File: config.mk
export PLATFORM = sky130hd
export DESIGN_NAME = differential_motor_pwm_drive_flat
export DESIGN_NICKNAME = d
export VERILOG_FILES = /design/src/hdl/dmpd_pkg.sv /design/src/hdl/dmpd_cmd_if.sv /design/src/hdl/dmpd_res_if.sv /design/src/hdl/differential_motor_pwm_drive.sv /design/src/hdl/dmpd_regs.sv /design/src/hdl/dmpd_muldiv.sv /design/src/flat_wrapper.sv
export SDC_FILE = /design/constraint.sdc
export NUM_CORES = 2
export LEC_CHECK = 0
export BUFFER_PORTS_ARGS = -buffer_cell sky130_fd_sc_hd__buf_2
export CAP_MARGIN = 20
export CORE_MARGIN = 2
export CORE_UTILIZATION = 30
export DETAILED_ROUTE_END_ITERATION = 10
export PLACE_DENSITY_LB_ADDON = 0.3
export SLEW_MARGIN = 20
export SYNTH_ARGS = -nofsm -noshare
export SYNTH_HDL_FRONTEND = slang
export SYNTH_SLANG_ARGS = --single-unit
export TNS_END_PERCENT = 5
File: constraint.sdc
create_clock -name clk -period 7.8 [get_ports clk]
set_input_delay 1.17 -clock clk [delete_from_list [all_inputs] [get_ports clk]]
set_output_delay 1.17 -clock clk [all_outputs]
set_load 0.05 [all_outputs]
File: src/hdl/dmpd_pkg.sv
// ----------------------------------------------------------------------------
// dmpd_pkg
// Shared types, constants and the inner-wheel ratio table of the
// differential motor PWM drive.
// ----------------------------------------------------------------------------
`default_nettype none

package dmpd_pkg;

	// Inner-wheel ratio table: depth and index width
	localparam int RATIO_ENTRIES = 46;
	localparam int IDX_W         = (RATIO_ENTRIES > 1) ? $clog2(RATIO_ENTRIES) : 1;
	localparam int RATIO_HEAD_N  = 30;
	localparam logic [6:0] RATIO_FAR = 7'd60;
	localparam logic [6:0] RATIO_HEAD [RATIO_HEAD_N] = '{
		7'd100, 7'd98, 7'd97, 7'd95, 7'd93,
		7'd92,  7'd90, 7'd88, 7'd87, 7'd85,
		7'd84,  7'd82, 7'd81, 7'd79, 7'd78,
		7'd76,  7'd75, 7'd73, 7'd72, 7'd71,
		7'd69,  7'd68, 7'd66, 7'd65, 7'd64,
		7'd62,  7'd61, 7'd60, 7'd60, 7'd60
	};

	// APB address width: three 32-bit registers at 0, 4, 8
	localparam int ADDR_W = 4;

	// Angle / 3 for magnitudes up to 256: (x * 171) >> 9
	localparam logic [7:0] DIV3_MUL   = 8'd171;
	localparam int         DIV3_SHIFT = 9;

	// Exact floor(p / 100) for p < 2**PROD_W: (p * ceil(2**31 / 100)) >> 31
	localparam int              PROD_W       = 24;
	localparam int              QUOT_W       = 18;
	localparam int              DIV100_SHIFT = 31;
	localparam longint unsigned PCT_DIV      = 100;
	localparam logic [24:0]     DIV100_MUL   =
		25'(((64'd1 << DIV100_SHIFT) + PCT_DIV - 64'd1) / PCT_DIV);

	typedef struct packed {
		logic [6:0]  max_speed_percent;
		logic [15:0] motor_pwm_period;
		logic [15:0] servo_center_count;
	} cfg_t;

	// Request to the shared multiply / divide-by-100 unit
	typedef struct packed {
		logic        issue;
		logic [8:0]  a;   // signed operand, two's complement
		logic [15:0] b;   // unsigned operand
	} md_req_t;

	typedef struct packed {
		logic              neg;
		logic [QUOT_W-1:0] quot;
	} md_rsp_t;

	function automatic logic [6:0] ratio_lookup(input logic [IDX_W-1:0] idx);
		logic [8:0] w;
		w = 9'(idx);
		if (w < 9'(RATIO_HEAD_N)) begin
			return RATIO_HEAD[w[4:0]];
		end
		return RATIO_FAR;
	endfunction

endpackage

`default_nettype wire

File: src/hdl/dmpd_cmd_if.sv
// ----------------------------------------------------------------------------
// dmpd_cmd_if
// Command channel: one control-period item per handshake.
// ----------------------------------------------------------------------------
`default_nettype none

interface dmpd_cmd_if;
	logic              valid;
	logic              ready;
	logic signed [7:0] throttle;
	logic              turn_right;
	logic signed [8:0] steer_angle;
	logic              clear_trip;

	modport source (output valid, throttle, turn_right, steer_angle, clear_trip,
		input ready);
	modport sink (input valid, throttle, turn_right, steer_angle, clear_trip,
		output ready);
endinterface

`default_nettype wire

File: src/hdl/dmpd_res_if.sv
// ----------------------------------------------------------------------------
// dmpd_res_if
// Result channel: wheel compares, servo compare and trip distance.
// ----------------------------------------------------------------------------
`default_nettype none

interface dmpd_res_if;
	logic        valid;
	logic        ready;
	logic        left_reverse;
	logic [15:0] left_compare;
	logic        right_reverse;
	logic [15:0] right_compare;
	logic [15:0] servo_compare;
	logic [31:0] trip_distance;

	modport source (output valid, left_reverse, left_compare, right_reverse,
		right_compare, servo_compare, trip_distance, input ready);
	modport sink (input valid, left_reverse, left_compare, right_reverse,
		right_compare, servo_compare, trip_distance, output ready);
endinterface

`default_nettype wire

File: src/hdl/differential_motor_pwm_drive.sv
// ----------------------------------------------------------------------------
// differential_motor_pwm_drive
// Differential-steering motor PWM drive with trip odometer: a step sequencer
// runs five multiply / divide-by-100 jobs through one shared unit per item.
//
//   channel  dir  handshake      payload
//   cmd      in   valid/ready    throttle, turn_right, steer_angle, clear_trip
//   res      out  valid/ready    left/right reverse+compare, servo, trip
//   apb      in   psel/penable   max speed %, PWM period, servo center
//
// An item holds the block busy from its accept through the steps inner to
// done, and no new item is taken until it is through. The busy span is set
// by the latency of the shared unit over the chain inner -> wheel -> compare.
// Reset clears the trip sums and loads the register defaults at once.
// The last step holds while the output register still carries an untaken item;
// a finished item waiting there does not block the next accept.
// ----------------------------------------------------------------------------
`default_nettype none

module differential_motor_pwm_drive (
	input  wire logic                        clk,
	input  wire logic                        arst_n,
	dmpd_cmd_if.sink                         cmd,
	dmpd_res_if.source                       res,
	input  wire logic                        psel,
	input  wire logic                        penable,
	input  wire logic                        pwrite,
	input  wire logic [dmpd_pkg::ADDR_W-1:0] paddr,
	input  wire logic [31:0]                 pwdata,
	output logic      [31:0]                 prdata,
	output logic                             pready
);

	localparam logic ST_IDLE = 1'b0;
	localparam logic ST_BUSY = 1'b1;

	localparam logic [2:0] STEP_INNER = 3'd0;
	localparam logic [2:0] STEP_LEFT  = 3'd2;
	localparam logic [2:0] STEP_RIGHT = 3'd3;
	localparam logic [2:0] STEP_LCMP  = 3'd4;
	localparam logic [2:0] STEP_RCMP  = 3'd5;
	localparam logic [2:0] STEP_TRIP  = 3'd6;
	localparam logic [2:0] STEP_DONE  = 3'd7;

	dmpd_pkg::cfg_t    cfg;
	dmpd_pkg::md_req_t md_req;
	dmpd_pkg::md_rsp_t md_rsp;

	logic       state_q;
	logic [2:0] step_q;

	logic       cmd_acc;
	logic [8:0] ang_bits;
	logic [8:0] ang_abs;
	logic [16:0] div3_prod;
	logic [8:0] idx_raw;
	logic [8:0] idx_clamp;
	logic [dmpd_pkg::IDX_W-1:0] idx;

	logic [7:0]  thr_q;
	logic        turn_q;
	logic        clr_q;
	logic [6:0]  ratio_q;
	logic [15:0] servo_q;
	logic [8:0]  inner_q;
	logic [8:0]  left_q;
	logic [8:0]  right_q;
	logic [15:0] lcmp_q;
	logic [31:0] left_sum_q;
	logic [31:0] right_sum_q;

	logic [8:0]  thr9;
	logic [8:0]  rsp_val;
	logic [15:0] cmp_sat;
	logic [15:0] pm1;
	logic        out_free;
	logic        out_load;

	logic        left_pos;
	logic        right_pos;
	logic [31:0] lsum_base;
	logic [31:0] rsum_base;
	logic [32:0] lsum_add;
	logic [32:0] rsum_add;
	logic [31:0] lsum_next;
	logic [31:0] rsum_next;
	logic [32:0] trip_total;

	logic        res_valid_q;
	logic        res_lrev_q;
	logic [15:0] res_lcmp_q;
	logic        res_rrev_q;
	logic [15:0] res_rcmp_q;
	logic [15:0] res_servo_q;
	logic [31:0] res_trip_q;

	dmpd_regs u_regs (
		.clk     (clk),
		.arst_n  (arst_n),
		.psel    (psel),
		.penable (penable),
		.pwrite  (pwrite),
		.paddr   (paddr),
		.pwdata  (pwdata),
		.prdata  (prdata),
		.pready  (pready),
		.cfg     (cfg)
	);

	dmpd_muldiv u_muldiv (
		.clk (clk),
		.req (md_req),
		.rsp (md_rsp)
	);

	// Accept side: ratio index and servo compare
	assign cmd.ready = (state_q == ST_IDLE);
	assign cmd_acc   = cmd.valid && cmd.ready;
	assign ang_bits  = cmd.steer_angle;
	assign ang_abs   = ang_bits[8] ? 9'(-ang_bits) : ang_bits;
	assign div3_prod = 17'(ang_abs) * 17'(dmpd_pkg::DIV3_MUL);
	assign idx_raw   = 9'(div3_prod[16:dmpd_pkg::DIV3_SHIFT]);
	assign idx_clamp = (idx_raw > 9'(dmpd_pkg::RATIO_ENTRIES - 1)) ?
		9'(dmpd_pkg::RATIO_ENTRIES - 1) : idx_raw;
	assign idx       = dmpd_pkg::IDX_W'(idx_clamp);

	// Shared-unit operands and answers
	assign thr9    = {thr_q[7], thr_q};
	assign rsp_val = md_rsp.neg ? 9'(-md_rsp.quot[8:0]) : md_rsp.quot[8:0];
	assign cmp_sat = (|md_rsp.quot[dmpd_pkg::QUOT_W-1:16]) ? 16'hFFFF :
		md_rsp.quot[15:0];
	assign pm1     = (cfg.motor_pwm_period == 16'd0) ? 16'd0 :
		16'(cfg.motor_pwm_period - 16'd1);

	always_comb begin
		md_req = '0;
		if (state_q == ST_BUSY) begin
			unique case (step_q)
				STEP_INNER: begin
					md_req.issue = 1'b1;
					md_req.a     = thr9;
					md_req.b     = 16'(ratio_q);
				end
				STEP_LEFT: begin
					md_req.issue = 1'b1;
					md_req.a     = turn_q ? thr9 : rsp_val;
					md_req.b     = 16'(cfg.max_speed_percent);
				end
				STEP_RIGHT: begin
					md_req.issue = 1'b1;
					md_req.a     = turn_q ? inner_q : thr9;
					md_req.b     = 16'(cfg.max_speed_percent);
				end
				STEP_LCMP, STEP_RCMP: begin
					md_req.issue = 1'b1;
					md_req.a     = rsp_val;
					md_req.b     = pm1;
				end
				default: ;
			endcase
		end
	end

	// Trip sums: clear first, then add positive speeds with saturation
	assign left_pos  = !left_q[8] && (|left_q);
	assign right_pos = !right_q[8] && (|right_q);
	assign lsum_base = clr_q ? 32'd0 : left_sum_q;
	assign rsum_base = clr_q ? 32'd0 : right_sum_q;
	assign lsum_add  = {1'b0, lsum_base} + 33'(left_q);
	assign rsum_add  = {1'b0, rsum_base} + 33'(right_q);
	assign lsum_next = !left_pos ? lsum_base :
		(lsum_add[32] ? 32'hFFFF_FFFF : lsum_add[31:0]);
	assign rsum_next = !right_pos ? rsum_base :
		(rsum_add[32] ? 32'hFFFF_FFFF : rsum_add[31:0]);
	assign trip_total = {1'b0, left_sum_q} + {1'b0, right_sum_q};

	assign out_free = !res_valid_q || res.ready;
	assign out_load = (state_q == ST_BUSY) && (step_q == STEP_DONE) && out_free;

	always_ff @(posedge clk or negedge arst_n) begin
		if (!arst_n) begin
			state_q     <= ST_IDLE;
			step_q      <= STEP_INNER;
			left_sum_q  <= 32'd0;
			right_sum_q <= 32'd0;
			res_valid_q <= 1'b0;
		end else begin
			unique case (state_q)
				ST_IDLE: begin
					if (cmd_acc) begin
						state_q <= ST_BUSY;
						step_q  <= STEP_INNER;
					end
				end
				ST_BUSY: begin
					if (step_q != STEP_DONE) begin
						step_q <= 3'(step_q + 3'd1);
					end else if (out_free) begin
						state_q <= ST_IDLE;
					end
				end
				default: state_q <= ST_IDLE;
			endcase

			if ((state_q == ST_BUSY) && (step_q == STEP_TRIP)) begin
				left_sum_q  <= lsum_next;
				right_sum_q <= rsum_next;
			end

			if (out_load) begin
				res_valid_q <= 1'b1;
			end else if (res.ready) begin
				res_valid_q <= 1'b0;
			end
		end
	end

	// Item payload and intermediate speeds
	always_ff @(posedge clk) begin
		if (cmd_acc) begin
			thr_q   <= cmd.throttle;
			turn_q  <= cmd.turn_right;
			clr_q   <= cmd.clear_trip;
			ratio_q <= dmpd_pkg::ratio_lookup(idx);
			servo_q <= 16'(cfg.servo_center_count - {{7{ang_bits[8]}}, ang_bits});
		end
		if (state_q == ST_BUSY) begin
			unique case (step_q)
				STEP_LEFT:  inner_q <= rsp_val;
				STEP_LCMP:  left_q  <= rsp_val;
				STEP_RCMP:  right_q <= rsp_val;
				STEP_TRIP:  lcmp_q  <= cmp_sat;
				default: ;
			endcase
		end
		if (out_load) begin
			res_lrev_q  <= left_q[8];
			res_lcmp_q  <= lcmp_q;
			res_rrev_q  <= right_q[8];
			res_rcmp_q  <= cmp_sat;
			res_servo_q <= servo_q;
			res_trip_q  <= trip_total[32:1];
		end
	end

	assign res.valid         = res_valid_q;
	assign res.left_reverse  = res_lrev_q;
	assign res.left_compare  = res_lcmp_q;
	assign res.right_reverse = res_rrev_q;
	assign res.right_compare = res_rcmp_q;
	assign res.servo_compare = res_servo_q;
	assign res.trip_distance = res_trip_q;

	a_res_from_done: assert property (@(posedge clk) disable iff (!arst_n)
		$rose(res.valid) |-> $past((state_q == ST_BUSY) && (step_q == STEP_DONE)))
		else $error("result valid rose outside the final step");

	a_accept_starts: assert property (@(posedge clk) disable iff (!arst_n)
		(cmd.valid && cmd.ready) |=> ((state_q == ST_BUSY) && (step_q == STEP_INNER)))
		else $error("accepted item did not start the sequencer");

	a_trip_monotonic: assert property (@(posedge clk) disable iff (!arst_n)
		((state_q == ST_BUSY) && (step_q == STEP_TRIP) && !clr_q) |=>
		((left_sum_q >= $past(left_sum_q)) && (right_sum_q >= $past(right_sum_q))))
		else $error("trip sum decreased without a clear");

	a_trip_hold: assert property (@(posedge clk) disable iff (!arst_n)
		!((state_q == ST_BUSY) && (step_q == STEP_TRIP)) |=>
		($stable(left_sum_q) && $stable(right_sum_q)))
		else $error("trip sum changed outside the trip step");

endmodule

`default_nettype wire

File: src/hdl/dmpd_regs.sv
// ----------------------------------------------------------------------------
// dmpd_regs
// APB configuration registers: speed scale, PWM period, servo center.
// ----------------------------------------------------------------------------
`default_nettype none

module dmpd_regs (
	input  wire logic                      clk,
	input  wire logic                      arst_n,
	input  wire logic                      psel,
	input  wire logic                      penable,
	input  wire logic                      pwrite,
	input  wire logic [dmpd_pkg::ADDR_W-1:0] paddr,
	input  wire logic [31:0]               pwdata,
	output logic      [31:0]               prdata,
	output logic                           pready,
	output dmpd_pkg::cfg_t                 cfg
);

	localparam logic [1:0] REG_MAX_SPEED    = 2'd0;
	localparam logic [1:0] REG_PWM_PERIOD   = 2'd1;
	localparam logic [1:0] REG_SERVO_CENTER = 2'd2;

	localparam logic [6:0]  RST_MAX_SPEED    = 7'd50;
	localparam logic [15:0] RST_PWM_PERIOD   = 16'd33332;
	localparam logic [15:0] RST_SERVO_CENTER = 16'd0;

	logic [1:0]     reg_sel;
	logic           wr_en;
	dmpd_pkg::cfg_t cfg_q;

	assign reg_sel = paddr[dmpd_pkg::ADDR_W-1:2];
	assign pready  = 1'b1;
	assign wr_en   = psel && penable && pwrite;
	assign cfg     = cfg_q;

	always_ff @(posedge clk or negedge arst_n) begin
		if (!arst_n) begin
			cfg_q.max_speed_percent  <= RST_MAX_SPEED;
			cfg_q.motor_pwm_period   <= RST_PWM_PERIOD;
			cfg_q.servo_center_count <= RST_SERVO_CENTER;
		end else if (wr_en) begin
			unique case (reg_sel)
				REG_MAX_SPEED:    cfg_q.max_speed_percent  <= pwdata[6:0];
				REG_PWM_PERIOD:   cfg_q.motor_pwm_period   <= pwdata[15:0];
				REG_SERVO_CENTER: cfg_q.servo_center_count <= pwdata[15:0];
				default: ;
			endcase
		end
	end

	always_comb begin
		unique case (reg_sel)
			REG_MAX_SPEED:    prdata = 32'(cfg_q.max_speed_percent);
			REG_PWM_PERIOD:   prdata = 32'(cfg_q.motor_pwm_period);
			REG_SERVO_CENTER: prdata = 32'(cfg_q.servo_center_count);
			default:          prdata = 32'd0;
		endcase
	end

endmodule

`default_nettype wire

File: src/hdl/dmpd_muldiv.sv
// ----------------------------------------------------------------------------
// dmpd_muldiv
// Shared two-stage unit: |a| * b, then truncating divide by 100 through a
// reciprocal multiply. Sign of a travels alongside the magnitude.
// ----------------------------------------------------------------------------
`default_nettype none

module dmpd_muldiv (
	input  wire logic              clk,
	input  wire dmpd_pkg::md_req_t req,
	output dmpd_pkg::md_rsp_t      rsp
);

	logic [8:0]                      mag;
	logic [24:0]                     prod_full;
	logic [dmpd_pkg::PROD_W-1:0]     prod_s1;
	logic                            neg_s1;
	logic [48:0]                     scaled;
	logic [dmpd_pkg::QUOT_W-1:0]     quot_s2;
	logic                            neg_s2;

	assign mag       = req.a[8] ? 9'(-req.a) : req.a;
	assign prod_full = 25'(mag) * 25'(req.b);

	// Stage 1 loads only on issue, so an idle unit keeps its last answer
	always_ff @(posedge clk) begin
		if (req.issue) begin
			prod_s1 <= prod_full[dmpd_pkg::PROD_W-1:0];
			neg_s1  <= req.a[8];
		end
	end

	assign scaled = 49'(prod_s1) * 49'(dmpd_pkg::DIV100_MUL);

	always_ff @(posedge clk) begin
		quot_s2 <= scaled[dmpd_pkg::DIV100_SHIFT +: dmpd_pkg::QUOT_W];
		neg_s2  <= neg_s1;
	end

	assign rsp.neg  = neg_s2;
	assign rsp.quot = quot_s2;

endmodule

`default_nettype wire
File: src/flat_wrapper.sv
// flat-port wrapper written by rule: the top's interface ports become plain ports
module differential_motor_pwm_drive_flat 
  (clk, arst_n, psel, penable, pwrite, paddr, pwdata, prdata, pready, cmd_valid, cmd_throttle, cmd_turn_right, cmd_steer_angle, cmd_clear_trip, cmd_ready, res_valid, res_left_reverse, res_left_compare, res_right_reverse, res_right_compare, res_servo_compare, res_trip_distance, res_ready);
  dmpd_cmd_if cmd_i ();
  dmpd_res_if res_i ();
  input  wire logic clk;
  input  wire logic arst_n;
  input  wire logic psel;
  input  wire logic penable;
  input  wire logic pwrite;
  input  wire logic [dmpd_pkg::ADDR_W-1:0] paddr;
  input  wire logic [31:0] pwdata;
  output logic      [31:0] prdata;
  output logic pready;
  input wire logic [$bits(cmd_i.valid)-1:0] cmd_valid;
  input wire logic [$bits(cmd_i.throttle)-1:0] cmd_throttle;
  input wire logic [$bits(cmd_i.turn_right)-1:0] cmd_turn_right;
  input wire logic [$bits(cmd_i.steer_angle)-1:0] cmd_steer_angle;
  input wire logic [$bits(cmd_i.clear_trip)-1:0] cmd_clear_trip;
  output wire logic [$bits(cmd_i.ready)-1:0] cmd_ready;
  output wire logic [$bits(res_i.valid)-1:0] res_valid;
  output wire logic [$bits(res_i.left_reverse)-1:0] res_left_reverse;
  output wire logic [$bits(res_i.left_compare)-1:0] res_left_compare;
  output wire logic [$bits(res_i.right_reverse)-1:0] res_right_reverse;
  output wire logic [$bits(res_i.right_compare)-1:0] res_right_compare;
  output wire logic [$bits(res_i.servo_compare)-1:0] res_servo_compare;
  output wire logic [$bits(res_i.trip_distance)-1:0] res_trip_distance;
  input wire logic [$bits(res_i.ready)-1:0] res_ready;
  assign cmd_i.valid = cmd_valid;
  assign cmd_i.throttle = cmd_throttle;
  assign cmd_i.turn_right = cmd_turn_right;
  assign cmd_i.steer_angle = cmd_steer_angle;
  assign cmd_i.clear_trip = cmd_clear_trip;
  assign cmd_ready = cmd_i.ready;
  assign res_valid = res_i.valid;
  assign res_left_reverse = res_i.left_reverse;
  assign res_left_compare = res_i.left_compare;
  assign res_right_reverse = res_i.right_reverse;
  assign res_right_compare = res_i.right_compare;
  assign res_servo_compare = res_i.servo_compare;
  assign res_trip_distance = res_i.trip_distance;
  assign res_i.ready = res_ready;
  differential_motor_pwm_drive u_core (.clk(clk), .arst_n(arst_n), .cmd(cmd_i), .res(res_i), .psel(psel), .penable(penable), .pwrite(pwrite), .paddr(paddr), .pwdata(pwdata), .prdata(prdata), .pready(pready));
endmodule
==> results.yml <==
placement:
  dpl.hpwl_mm: 61.8
  gp_congestion: 0.855
  io_buffers: 143
sta:
  timing.hold.ws_ps: 330
  finalSetupViolations: 0
  layout_min_cycle_time_ps: 7440
  worst_slew_margin_rel_pct: 33.3
  worst_pin_slew_ps: 994
  hold_violations: 0
  slew_violations: 0
  fmax_mhz: 134
  fin_crit_sh_pct: 95.4
  tns_ps: 0
  finalClockSkew_ps: 21.4
logic_synthesis:
  syn_avg_cell_area_um2: 10.1
  synthFlopType: "edfxtp_1"
  synth-edff-count: 183
  synthCells: 3081
  ys_seq_area_share_pct: 27.6
  synthArstFlopShare_pct: 34.8
  ys_seq_elements: 310
  synth_warnings: 0
  synthesis.area_mm2: 0.0311
  ys_types: 89
setup_path:
  cp_slowest_stage_delay_ps: 600
  cp_slowest_cell: "or4_1"
  worstPathArrival_ps: 7730
  critical_path_buf_inv_count: 7
  start_kind: "flop"
  cp_max_fo: 8
  timing.rr.end: "u_core.u_muldiv.prod_s1[23]"
  rrSetupSlack_ps: 360
  crit_type: "reg2reg"
  cp-end-kind: "flop"
  worstRegToRegCells: 29
  r2r_start: "u_core.u_muldiv.quot_s2[5]"
  crit_required_ps: 8090
  path_delay_family: "adder cells"
clock_tree:
  root_buffer: "clkbuf_16"
  clock_latency_ps: 560
  cts_max_path_buffers: 3
  cts_tree: "built"
  numCtsBuffers: 37
  ctsHtreeMaxLevel: 2
  clkSlewWorstSetupHoldPaths_ps: 60
  cts_hold_buf: 0
  cts.sinks: 310
final_layout:
  final_nets: 4085
  fillers: 10600
  area_delta_synth_final_pct: 13.5
  drive_gt1_share_pct: 12.7
  n_antenna_cell: 0
outcome:
  outcome: "complete, no violations"
drt:
  detail-route-antenna-nets: 0
  vias_per_cell: 4.72
  post_drt_wl_per_cell_um: 15.9
  num_vias: 22200
  drt-initial-drc-count: 1246
  drc: 0
  first_pass_iters: 7
  routed_wl_mm: 74.8
global_routing:
  grt_overflow: 0
  grt_max_degree: 62
  antenna_found_initial: 3
  grt_pass1_vias: 22700
  track_usage_pct: 14.3
  grt_pass1_wl_mm: 122
die:
  start_util_pct: 30.2
  io_pins: 179
  fp.dieH_um: 326
  die-width_um: 326
  core_area_mm2: 0.103
  die-area_mm2: 0.106
  row_count: 118
run:
  max_cap_viol_count: 0
worst_hold_path:
  hold_depth: 0
  hp-start: "u_core.u_muldiv.neg_s1"
  hold_end: "u_core.u_muldiv.neg_s2"
  hold_class: "reg2reg"
## area by class of cell
class,instances,area (µm²),area share [%]
Clock buffer,45,956,2.71
Clock inverter,23,233,0.660
Inverter,543,2040,5.78
Multi-Input combinational cell,2150,20200,57.3
Sequential cell,310,8590,24.3
Tap cell,1380,1730,4.89
Timing Repair Buffer,245,1510,4.28
## cell families (layout without fill, tap and decap cells)
| logic type | Yosys count | count (layout) | share of synthesized area (%) |
|---|---|---|---|
| simple gates | 719 | 719 | 11.0 |
| fa+ha+maj | 736 | 736 | 37.3 |
| xor+xnor | 114 | 114 | 3.21 |
| other cells | 2 | 17 | 0.0242 |
| buf+inv | 636 | 856 | 7.92 |
| mux | 57 | 57 | 2.02 |
| compound gates | 507 | 507 | 10.9 |
| flops | 310 | 310 | 27.6 |
## sequential cells by signal, indices dropped and copies added, names as in the netlist, 9 cells and up
| signal | count |
|---|---|
| u_core.u_regs.cfg | 39 |
| u_core.left_sum_q | 32 |
| u_core.res.trip_distance | 32 |
| u_core.right_sum_q | 32 |
| u_core.u_muldiv.prod_s1 | 24 |
| u_core.u_muldiv.quot_s2 | 18 |
| u_core.lcmp_q | 16 |
| u_core.res.left_compare | 16 |
| u_core.res.right_compare | 16 |
| u_core.res.servo_compare | 16 |
| u_core.servo_q | 16 |
| u_core.inner_q | 9 |
| u_core.left_q | 9 |
| u_core.right_q | 9 |
## through the flow
stage | util [%] | cells | cell area [µm²] | setup slack [ps]
finish | 34.2 | 4696 | 35300 | 356
global route | 34.2 | 4696 | 35300 | -17.7
CTS | 34.1 | 4691 | 35100 | 80.4
detailed placement | 32.9 | 4623 | 33900 | 135
global placement | 32.9 | 4623 | 33900 | 174
floorplan | - | 3096 | 31100 | 19.2
## how the worst max path moves through the flow
stage / slack (ps) / depth (start not counted) / from / to
after floorplan: 20 / 34 / u_core.step_q[0] / u_core.u_muldiv.prod_s1[23]
after global placement: 170 / 31 / u_core.step_q[0] / u_core.u_muldiv.prod_s1[23]
after detailed placement: 140 / 31 / u_core.step_q[0] / u_core.u_muldiv.prod_s1[23]
after CTS: 80 / 31 / u_core.step_q[0] / u_core.u_muldiv.prod_s1[23]
after global routing: -20 / 30 / u_core.u_muldiv.quot_s2[1] / u_core.u_muldiv.prod_s1[23]
final: 360 / 29 / u_core.u_muldiv.quot_s2[5] / u_core.u_muldiv.prod_s1[23]
## synth_stat cells (15+ instances only)
cell type	n	area, µm²
o31ai_1	17	128
fa_1	319	6390
nor2b_1	40	250
a21oi_1	120	601
nor4_1	22	138
nand3_1	53	265
and2_1	20	125
edfxtp_1	183	5500
buf_4	17	128
ha_1	417	5220
a31oi_1	22	138
nand2b_1	27	169
a22o_1	15	131
nand2_1	197	739
dfrtp_1	100	2500
or3_1	33	206
xor2_1	23	201
mux2_2	38	428
clkbuf_1	69	259
and3_1	20	125
nor2_1	214	803
o21ai_0	119	596
a21o_1	33	248
nor3_1	40	200
xnor2_1	91	797
dfxtp_1	19	380
mux2i_1	17	170
inv_1	540	2030
## cell usage in the layout, fill, tap and decap left out, types with 15 or more instances in the layout
cell type and instances:
inv_1 538, and2_1 20, ha_1 415, edfxtp_1 183
a21o_1 33, o21ai_0 115, nor2_1 207, fa_1 319
buf_2 142, and3_1 20, nor2b_1 38, nand2_1 195
dfxtp_1 19, conb_1 17, a22o_1 15, dfrtp_1 99
nor4_1 22, or3_1 33, nand3_1 53, nor3_1 40
buf_4 100, o31ai_1 16, xor2_1 23, xnor2_1 87
nand2b_1 27, a21oi_1 118, clkbuf_16 37, mux2i_1 17
mux2_2 38, a31oi_1 22
## metal layers
metal | wire length (µm) | vias to the layer above | track usage, %
li1 | - | 10800 | -
met3 | 3360 | 77 | 2.13
met2 | 35800 | 397 | 24.4
met1 | 34400 | 10900 | 19.3
met4 | 1300 | 4 | 2.86
met5 | 14 | - | 0
## timing repair
item                       in CTS  in global routing
setup endpoints to repair       0                  6
resized for setup               0                 30
buffers inserted                0                  4
Power is not shown: default switching activity piles up to over one toggle a cycle in this logic, so the estimate is an artifact.
